===== src/dss_pkg.sv =====
// ----------------------------------------------------------------------------
// dss_pkg
// Types, constants and the wave drive table shared by the step sequencer.
// ----------------------------------------------------------------------------
package dss_pkg;

  localparam int unsigned SPEED_BITS     = 8;
  localparam int unsigned COUNT_IN_BITS  = 16;
  localparam int unsigned PRESCALE_BITS  = 8;
  localparam int unsigned COIL_BITS      = 4;

  localparam logic [PRESCALE_BITS-1:0] PRESCALE_RESET = 8'd12;
  localparam logic [COIL_BITS-1:0]     COILS_OFF      = 4'b0000;

  // Command for one motor, taken from one tick transaction.
  typedef struct packed {
    logic                     direction;
    logic [SPEED_BITS-1:0]    speed;
    logic [COUNT_IN_BITS-1:0] steps;
  } dss_motor_cmd_t;

  // Status of one motor after a tick.
  typedef struct packed {
    logic [COIL_BITS-1:0] coils;
    logic                 moving;
  } dss_motor_status_t;

  typedef struct packed {
    logic                     direction_a;
    logic [SPEED_BITS-1:0]    speed_a;
    logic [COUNT_IN_BITS-1:0] steps_a;
    logic                     direction_b;
    logic [SPEED_BITS-1:0]    speed_b;
    logic [COUNT_IN_BITS-1:0] steps_b;
  } dss_tick_t;

  typedef struct packed {
    logic [COIL_BITS-1:0] coils_a;
    logic [COIL_BITS-1:0] coils_b;
    logic                 moving_a;
    logic                 moving_b;
  } dss_result_t;

  // Wave drive: one coil energised per phase.
  function automatic logic [COIL_BITS-1:0] wave_pattern(input logic [1:0] phase);
    logic [COIL_BITS-1:0] pattern;
    case (phase)
      2'd0:    pattern = 4'b1000;
      2'd1:    pattern = 4'b0001;
      2'd2:    pattern = 4'b0010;
      2'd3:    pattern = 4'b0100;
      default: pattern = COILS_OFF;
    endcase
    return pattern;
  endfunction

endpackage


===== src/dss_tick_if.sv =====
// ----------------------------------------------------------------------------
// dss_tick_if
// Valid/ready channel carrying one timer tick with both motor commands.
// ----------------------------------------------------------------------------
interface dss_tick_if
  import dss_pkg::*;
();
  logic      valid;
  logic      ready;
  dss_tick_t data;

  modport source (output valid, output data, input ready);
  modport sink   (input valid, input data, output ready);
endinterface


===== src/dss_result_if.sv =====
// ----------------------------------------------------------------------------
// dss_result_if
// Valid/ready channel carrying the coil drive and moving flags of one tick.
// ----------------------------------------------------------------------------
interface dss_result_if
  import dss_pkg::*;
();
  logic        valid;
  logic        ready;
  dss_result_t data;

  modport source (output valid, output data, input ready);
  modport sink   (input valid, input data, output ready);
endinterface


===== src/dss_motor.sv =====
// ----------------------------------------------------------------------------
// dss_motor
// State and update logic of one wave drive stepper channel.
// ----------------------------------------------------------------------------
module dss_motor
  import dss_pkg::*;
#(
  parameter int unsigned STEP_COUNT_BITS = 16
) (
  input  logic              clk,
  input  logic              rst,
  input  logic              update,
  input  dss_motor_cmd_t    cmd,
  output dss_motor_status_t status_next
);

  localparam int unsigned KEEP_BITS =
    (STEP_COUNT_BITS < COUNT_IN_BITS) ? STEP_COUNT_BITS : COUNT_IN_BITS;

  logic [STEP_COUNT_BITS-1:0] seen_steps, seen_steps_next;
  logic [STEP_COUNT_BITS-1:0] steps_left, steps_left_next;
  logic [SPEED_BITS-1:0]      seen_speed, seen_speed_next;
  logic [SPEED_BITS-1:0]      divider_count, divider_count_next;
  logic [1:0]                 coil_phase, coil_phase_next;
  logic [COIL_BITS-1:0]       coil_drive, coil_drive_next;

  logic [STEP_COUNT_BITS-1:0] req_steps;
  logic [STEP_COUNT_BITS-1:0] steps_dec;

  always_comb begin
    req_steps = '0;
    req_steps[KEEP_BITS-1:0] = cmd.steps[KEEP_BITS-1:0];
  end

  assign steps_dec = steps_left - STEP_COUNT_BITS'(1);

  always_comb begin
    seen_steps_next    = seen_steps;
    steps_left_next    = steps_left;
    seen_speed_next    = seen_speed;
    divider_count_next = divider_count;
    coil_phase_next    = coil_phase;
    coil_drive_next    = coil_drive;
    if (update) begin
      if (seen_steps != req_steps) begin
        seen_steps_next = req_steps;
        steps_left_next = req_steps;
      end else if (steps_left == '0) begin
        // Idle: nothing moves, speed changes wait for the next move.
      end else if (seen_speed != cmd.speed) begin
        seen_speed_next    = cmd.speed;
        divider_count_next = cmd.speed;
      end else if (divider_count != '0) begin
        divider_count_next = divider_count - SPEED_BITS'(1);
      end else begin
        divider_count_next = seen_speed;
        coil_phase_next    = cmd.direction ? coil_phase + 2'd1 : coil_phase - 2'd1;
        steps_left_next    = steps_dec;
        coil_drive_next    = (steps_dec == '0) ? COILS_OFF : wave_pattern(coil_phase);
      end
    end
  end

  always_ff @(posedge clk) begin
    if (rst) begin
      seen_steps    <= '0;
      steps_left    <= '0;
      seen_speed    <= '0;
      divider_count <= '0;
      coil_phase    <= '0;
      coil_drive    <= COILS_OFF;
    end else begin
      seen_steps    <= seen_steps_next;
      steps_left    <= steps_left_next;
      seen_speed    <= seen_speed_next;
      divider_count <= divider_count_next;
      coil_phase    <= coil_phase_next;
      coil_drive    <= coil_drive_next;
    end
  end

  assign status_next.coils  = coil_drive_next;
  assign status_next.moving = (steps_left_next != '0);

endmodule


===== src/dual_stepper_step_sequencer.sv =====
// ----------------------------------------------------------------------------
// dual_stepper_step_sequencer
// Prescaled wave drive step generator for two stepper motors.
// ----------------------------------------------------------------------------
// Each transaction on the ticks channel is one timer tick carrying, for motors
// A and B, a direction, a speed divider and a requested step count. A
// prescaler lets one tick in every prescale_limit+1 update the motors; every
// tick, passed or not, yields exactly one transaction on the results channel
// with both coil patterns and moving flags as they stand after that tick.
// A tick is accepted in any cycle in which ticks.valid and ticks.ready are
// high; its result is offered on the following cycle if the output register
// is free or being taken, else it waits in the skid register. New ticks are
// taken every cycle while the skid register is empty. Per motor, one level of
// compare and decrement logic lies between motor state and result register.
// The result side has an output register and a skid register. When the
// receiver stalls, one further tick is still accepted into the skid
// register; ticks.ready then drops until the receiver takes a result.
// Synchronous reset clears the prescaler, all motor state (coils off, no move
// running) and both result registers; the prescale limit resets to twelve. The
// user must write the limit via cfg_we/cfg_wdata only while idle, unenforced.
// ----------------------------------------------------------------------------
module dual_stepper_step_sequencer
  import dss_pkg::*;
#(
  parameter int unsigned STEP_COUNT_BITS = 16
) (
  input  logic                     clk,
  input  logic                     rst,
  input  logic                     cfg_we,
  input  logic [PRESCALE_BITS-1:0] cfg_wdata,
  dss_tick_if.sink                 ticks,
  dss_result_if.source             results
);

  // Configuration and prescaler.
  logic [PRESCALE_BITS-1:0] prescale_limit;
  logic [PRESCALE_BITS-1:0] prescale_count;

  always_ff @(posedge clk) begin
    if (rst) begin
      prescale_limit <= PRESCALE_RESET;
    end else if (cfg_we) begin
      prescale_limit <= cfg_wdata;
    end
  end

  logic push;
  logic pop;
  logic tick_pass;
  logic motor_update;

  assign push         = ticks.valid && ticks.ready;
  assign pop          = results.valid && results.ready;
  // The count only runs up to the limit; a lowered limit is caught by >=.
  assign tick_pass    = (prescale_count >= prescale_limit);
  assign motor_update = push && tick_pass;

  always_ff @(posedge clk) begin
    if (rst) begin
      prescale_count <= '0;
    end else if (push) begin
      prescale_count <= tick_pass ? '0 : prescale_count + PRESCALE_BITS'(1);
    end
  end

  // The two motor channels.
  dss_motor_cmd_t    cmd_a, cmd_b;
  dss_motor_status_t status_a, status_b;

  assign cmd_a.direction = ticks.data.direction_a;
  assign cmd_a.speed     = ticks.data.speed_a;
  assign cmd_a.steps     = ticks.data.steps_a;
  assign cmd_b.direction = ticks.data.direction_b;
  assign cmd_b.speed     = ticks.data.speed_b;
  assign cmd_b.steps     = ticks.data.steps_b;

  dss_motor #(.STEP_COUNT_BITS(STEP_COUNT_BITS)) u_motor_a (
    .clk         (clk),
    .rst         (rst),
    .update      (motor_update),
    .cmd         (cmd_a),
    .status_next (status_a)
  );

  dss_motor #(.STEP_COUNT_BITS(STEP_COUNT_BITS)) u_motor_b (
    .clk         (clk),
    .rst         (rst),
    .update      (motor_update),
    .cmd         (cmd_b),
    .status_next (status_b)
  );

  dss_result_t new_result;

  assign new_result.coils_a  = status_a.coils;
  assign new_result.coils_b  = status_b.coils;
  assign new_result.moving_a = status_a.moving;
  assign new_result.moving_b = status_b.moving;

  // Output register with a skid register behind it. The skid register only
  // fills while the output register holds a result that is not being taken.
  logic        out_valid;
  dss_result_t out_data;
  logic        skid_valid;
  dss_result_t skid_data;

  always_ff @(posedge clk) begin
    if (rst) begin
      out_valid  <= 1'b0;
      skid_valid <= 1'b0;
    end else if (out_valid && !pop) begin
      if (push) begin
        skid_valid <= 1'b1;
      end
    end else if (skid_valid) begin
      out_valid  <= 1'b1;
      skid_valid <= push;
    end else begin
      out_valid  <= push;
    end
  end

  always_ff @(posedge clk) begin
    if (out_valid && !pop) begin
      if (push) begin
        skid_data <= new_result;
      end
    end else if (skid_valid) begin
      out_data <= skid_data;
      if (push) begin
        skid_data <= new_result;
      end
    end else if (push) begin
      out_data <= new_result;
    end
  end

  assign ticks.ready   = !skid_valid;
  assign results.valid = out_valid;
  assign results.data  = out_data;

  // Assertions.
  a_skid_behind_output: assert property (@(posedge clk) disable iff (rst)
    skid_valid |-> out_valid)
    else $error("skid register holds a result while the output register is empty");

  a_stall_fills_skid: assert property (@(posedge clk) disable iff (rst)
    (push && out_valid && !pop) |=> skid_valid)
    else $error("tick accepted during a stall was not kept in the skid register");

  a_prescale_counts: assert property (@(posedge clk) disable iff (rst)
    (push && !tick_pass) |=>
      (prescale_count == PRESCALE_BITS'($past(prescale_count) + PRESCALE_BITS'(1))))
    else $error("prescaler did not advance on a skipped tick");

endmodule


===== src/flat_wrapper.sv =====
// flat-port wrapper written by rule: the top's interface ports become plain ports
module dual_stepper_step_sequencer_flat import dss_pkg::*;
#(
  parameter int unsigned STEP_COUNT_BITS = 16
)
  (clk, rst, cfg_we, cfg_wdata, ticks_valid, ticks_data, ticks_ready, results_valid, results_data, results_ready);
  dss_tick_if ticks_i ();
  dss_result_if results_i ();
  input  logic clk;
  input  logic rst;
  input  logic cfg_we;
  input  logic [PRESCALE_BITS-1:0] cfg_wdata;
  input wire logic [$bits(ticks_i.valid)-1:0] ticks_valid;
  input wire logic [$bits(ticks_i.data)-1:0] ticks_data;
  output wire logic [$bits(ticks_i.ready)-1:0] ticks_ready;
  output wire logic [$bits(results_i.valid)-1:0] results_valid;
  output wire logic [$bits(results_i.data)-1:0] results_data;
  input wire logic [$bits(results_i.ready)-1:0] results_ready;
  assign ticks_i.valid = ticks_valid;
  assign ticks_i.data = ticks_data;
  assign ticks_ready = ticks_i.ready;
  assign results_valid = results_i.valid;
  assign results_data = results_i.data;
  assign results_i.ready = results_ready;
  dual_stepper_step_sequencer #(.STEP_COUNT_BITS(STEP_COUNT_BITS)) u_core (.clk(clk), .rst(rst), .cfg_we(cfg_we), .cfg_wdata(cfg_wdata), .ticks(ticks_i), .results(results_i));
endmodule

===== config.mk =====
export PLATFORM = sky130hd
export DESIGN_NAME = dual_stepper_step_sequencer_flat
export DESIGN_NICKNAME = d
export VERILOG_FILES = /design/src/dss_pkg.sv /design/src/dss_tick_if.sv /design/src/dss_result_if.sv /design/src/dss_motor.sv /design/src/dual_stepper_step_sequencer.sv /design/src/flat_wrapper.sv
export SDC_FILE = /design/constraint.sdc
export NUM_CORES = 1
export LEC_CHECK = 0
export ABC_CLOCK_PERIOD_IN_PS = 7800
export BUFFER_PORTS_ARGS = -buffer_cell sky130_fd_sc_hd__buf_2
export CORE_MARGIN = 8
export CORE_UTILIZATION = 45
export DETAILED_ROUTE_END_ITERATION = 16
export MAX_ROUTING_LAYER = met4
export PLACE_DENSITY = 0.72
export SYNTH_ARGS = -nofsm -noshare
export SYNTH_HDL_FRONTEND = slang
export SYNTH_SLANG_ARGS = --single-unit

===== constraint.sdc =====
create_clock -name clk -period 7.8 [get_ports clk]
set_input_delay 1.56 -clock clk [delete_from_list [all_inputs] [get_ports clk]]
set_output_delay 1.56 -clock clk [all_outputs]
set_load 0.005 [all_outputs]

==> run_results.csv <==
group,metric,value,unit
setup_path,crit_path_start,"ticks_valid",
power,power,1.773,mW
floorplanning,rows,50,
synth,synth_fa_ha_area_frac,0.03724,
floorplanning,design.core.area,0.01852,mm^2
setup_path,slowest_stage,"nor2b_1",
clock_tree,clkTransAtPathRegs,0.06,ns
sta,fin_ws,3.026,ns
final_layout,regArea,0.003123,mm^2
synth,avgSynthCellArea,8.077,um^2
global_route,grt_pass1_wl,36560,um
synth,ys.flop_type,"dfxtp_1",
clock_tree,insertion_delay,0.43,ns
synth,yosys.cell_types.count,76,
synth,ys_ff_latch,146,
routing,via_per_inst,5.829,
setup_path,crit_arrival,5.08,ns
job,max_cap_violations,0,
clock_tree,htree_levels,4,
setup_path,slowest_delay,0.70,ns
clock_tree,cts_resized,0,
final_layout,fin_cells,1326,
routing,drt_iter0_drc,667,
power,p_seq_frac,0.443,
power,power_leakage,3.780,nW
routing,wl_per_cell,16.77,um
sta,max-slew-margin-rel,0.2593,
setup_path,critPathMaxFanout,18,
final_layout,syn2layout_area_growth,13.03,%
global_route,grt-ovfl-total,0,
global_route,antenna_found_initial,0,
power,intPower,1.342,mW
sta,whs,0.4657,ns
sta,rsz0062_at_grt,"false",
placed_design,post-place-ws,2.648,ns
power,pwr-share-clk,0.481,
synth,synth_xor_area_frac,0.07090,
setup_path,path_class,"in -> reg",
floorplanning,start_util,0.4536,
power,switching_share,0.2430,
setup_path,crit_chain,"buf_2 > nor2b_1 > nand2_1 > or3_1 > nand2_1 > buf_4 > nand2_1 > a21oi_1 > a21bo_2 > mux2_2",
floorplanning,pin_count,75,
clock_tree,cts_hold_buf,0,
synth,syn_area,0.008401,mm^2
placed_design,placed_area,0.008876,mm^2
floorplanning,die_w,152.6,um
global_route,grt_max_degree,101,
sta,maxSlewViolCount,0,
setup_path,endpoint_kind,"register",
power,peakVddDrop,152.3,uV
synth,synth-compound-area-share,0.1956,
sta,finalCriticalPeriod,4.774,ns
synth,yosys-mux-area-fraction,0.01906,
hold_path,hold_path.class,"reg -> reg",
sta,hold_viol,0,
synth,yosys_warnings,0,
routing,final_antenna_net_count,0,
final_layout,fin_area,0.009495,mm^2
setup_path,crit_buf_inv,2,
power,power_frac_comb,0.076,
clock_tree,clock-sinks,146,
power,powerDensity,186.7,mW/mm^2
synth,synth_nets,1128,
synth,synth_top_family_by_area,"simple AND/OR/NAND/NOR gates",
setup_path,cp.required,8.10,ns
sta,fin_tns_setup,0,ns
clock_tree,clockBufferDepth,2,
setup_path,crit_end,"u_core.results.data[6]",
final_layout,multiInputGateArea,0.004896,mm^2
global_route,gr-usage-all-layers,0.1944,
sta,tightest_slew,1.111,ns
setup_path,r2r_slack,3.53,ns
setup_path,crit_family,"simple AND/OR/NAND/NOR gates",
sta,fmax,209.5,MHz
setup_path,r2r-end,"u_core.results.data[6]",
final_layout,final_nets,1167,
routing,drcViolationCount,0,
placed_design,dpl.hpwl,15610,um
floorplanning,die_h,152.6,um
setup_path,r2r_cells,11,
final_layout,n_fill_cell,1763,
setup_path,path_depth,10,
run_status,outcome,"finished clean",
clock_tree,cts_made_buffers,17,
sta,final-setup-viol-count,0,
setup_path,crit_path_frequent_cell,"nand2_1",
floorplanning,dieArea,0.02330,mm^2
power,p_switching,0.4307,mW
global_route,grt_pass1_vias,7256,
sta,skew,0.01013,ns
synth,yosys.area_share.simple,0.2593,
clock_tree,cts_setup_buffers,0,
final_layout,fin_util,0.5128,
placed_design,placed_cells,1294,
placed_design,io_buffers,74,
placed_design,gp_congestion,0.9296,
synth,netlist_instances,1040,
synth,synth-async-reset-ratio,0,
final_layout,drive_gt1_frac,0.1355,
sta,post-route-period-util,0.6120,
final_layout,n_antenna_cell,0,
routing,dr.pass1.iters,7,
clock_tree,cts_root_buffer,"clkbuf_16",
setup_path,r2r-start,"u_core.prescale_count[0]",
synth,seq_area_frac_synth,0.3718,
routing,routed_wirelength,22240,um
routing,vias,7729,
clock_tree,cts_tree,"yes",
setup_path,cp-start-kind,"input port",
synth,synth_edf_count,20,
placed cells by master, fill, tap and decap left out, types with 22 or more instances in the layout:
cell	count
o21ai_0	30
nor3_1	33
nand3_1	22
xor2_1	42
nor2_1	96
dfxtp_1	126
a21oi_1	97
buf_2	73
nand4_1	23
nor4_1	23
ha_1	25
inv_1	29
nand2_1	161
xnor2_1	26
cell usage after synthesis, types with 6 or more instances:
library cell	number	area (um^2)
clkbuf_1	56	210.2
a22oi_1	10	75.07
and2_1	16	100.1
nand3_1	22	110.1
o31ai_1	7	52.55
and4_1	6	52.55
inv_1	29	108.9
o22ai_1	7	43.79
nor4_1	24	150.1
nor2_1	96	360.4
o211a_1	7	70.07
o21a_1	6	45.04
mux2_2	8	90.09
xnor2_1	26	227.7
or4_1	7	52.55
ha_1	25	312.8
o211ai_1	13	97.59
a31oi_1	7	43.79
edfxtp_1	20	600.6
nor3_1	33	165.2
mux2i_1	7	70.07
nand2_1	161	604.3
o21ai_0	30	150.1
and3_1	10	62.56
a21oi_1	97	485.5
nand4_1	23	143.9
dfxtp_1	126	2522
xor2_1	42	367.9
or3_1	8	50.05
registers in the layout (all words and copies together), names as in the netlist:
signal and cells:
u_core.u_motor_a.seen_speed 8, u_core.skid_data 10, u_core.prescale_count 8, u_core.u_motor_a.coil_drive 4
u_core.u_motor_a.coil_phase 2, u_core.results.data 10, u_core.u_motor_b.seen_steps 16, u_core.u_motor_b.seen_speed 8
u_core.prescale_limit 8, u_core.u_motor_a.seen_steps 16, u_core.u_motor_b.divider_count 8, u_core.skid_valid 1
u_core.u_motor_a.divider_count 8, u_core.u_motor_b.coil_drive 4, u_core.u_motor_a.steps_left 16, u_core.u_motor_b.steps_left 16
u_core.results.valid 1, u_core.u_motor_b.coil_phase 2
per-layer routing:
layer	track usage	wire length [um]	vias up
met5	-	0	-
met4	0.06833	364	0
met3	0.03999	1248	27
met2	0.2950	10180	244
met1	0.2526	10450	3617
li1	-	-	3841
power groups by stage:
stage | combinational (mW) | sequential [mW] | clock, mW
final | 0.135 | 0.785 | 0.853
after global routing | 0.149 | 0.786 | 0.902
after CTS | 0.134 | 0.785 | 0.871
after detailed placement | 0.134 | 0.801 | 0
after global placement | 0.132 | 0.801 | 0
after floorplan | 0.0821 | 0.799 | 0
cell families (layout without fill, tap and decap cells):
kind of cell,Yosys count,in the layout
and+or+nand+nor,443,443
AOI/OAI and AO/OA,249,249
DFF,146,146
buffers and inverters,94,146
xor gates and xnor gates,68,68
adders and majority gates,25,25
muxes,15,15
worst register-to-register path, cell delays in order (launching register included):
cell and delay (ns):
dfxtp_1 0.45, inv_1 0.08, ha_1 0.28, nand2b_1 0.14
a2111oi_0 0.63, or3_1 0.62, nand2_1 0.49, buf_4 0.36
nand2_1 0.26, a21oi_1 0.17, a21bo_2 0.27, mux2_2 0.26
worst min-delay path by stage:
stage                                               start                              end  cells after the start
after floorplan            u_core.u_motor_a.seen_steps[0]   u_core.u_motor_a.seen_steps[0]                      2
after global placement    u_core.u_motor_a.seen_steps[11]  u_core.u_motor_a.seen_steps[11]                      2
after detailed placement   u_core.u_motor_a.seen_steps[5]   u_core.u_motor_a.seen_steps[5]                      2
after CTS                  u_core.u_motor_a.seen_steps[5]   u_core.u_motor_a.seen_steps[5]                      2
after global routing      u_core.u_motor_b.seen_steps[13]  u_core.u_motor_b.seen_steps[13]                      2
final                     u_core.u_motor_a.seen_steps[12]  u_core.u_motor_a.seen_steps[12]                      2
layout make-up:
type,instances,share of cell area
clock buffers,20,0.05034
clock inverters,12,0.01489
inverters,29,0.01146
multi-input cells,800,0.5156
flip-flops and latches,146,0.3289
well taps,234,0.03083
repair buffers,85,0.04796
Power figures use the tool's default switching activity.
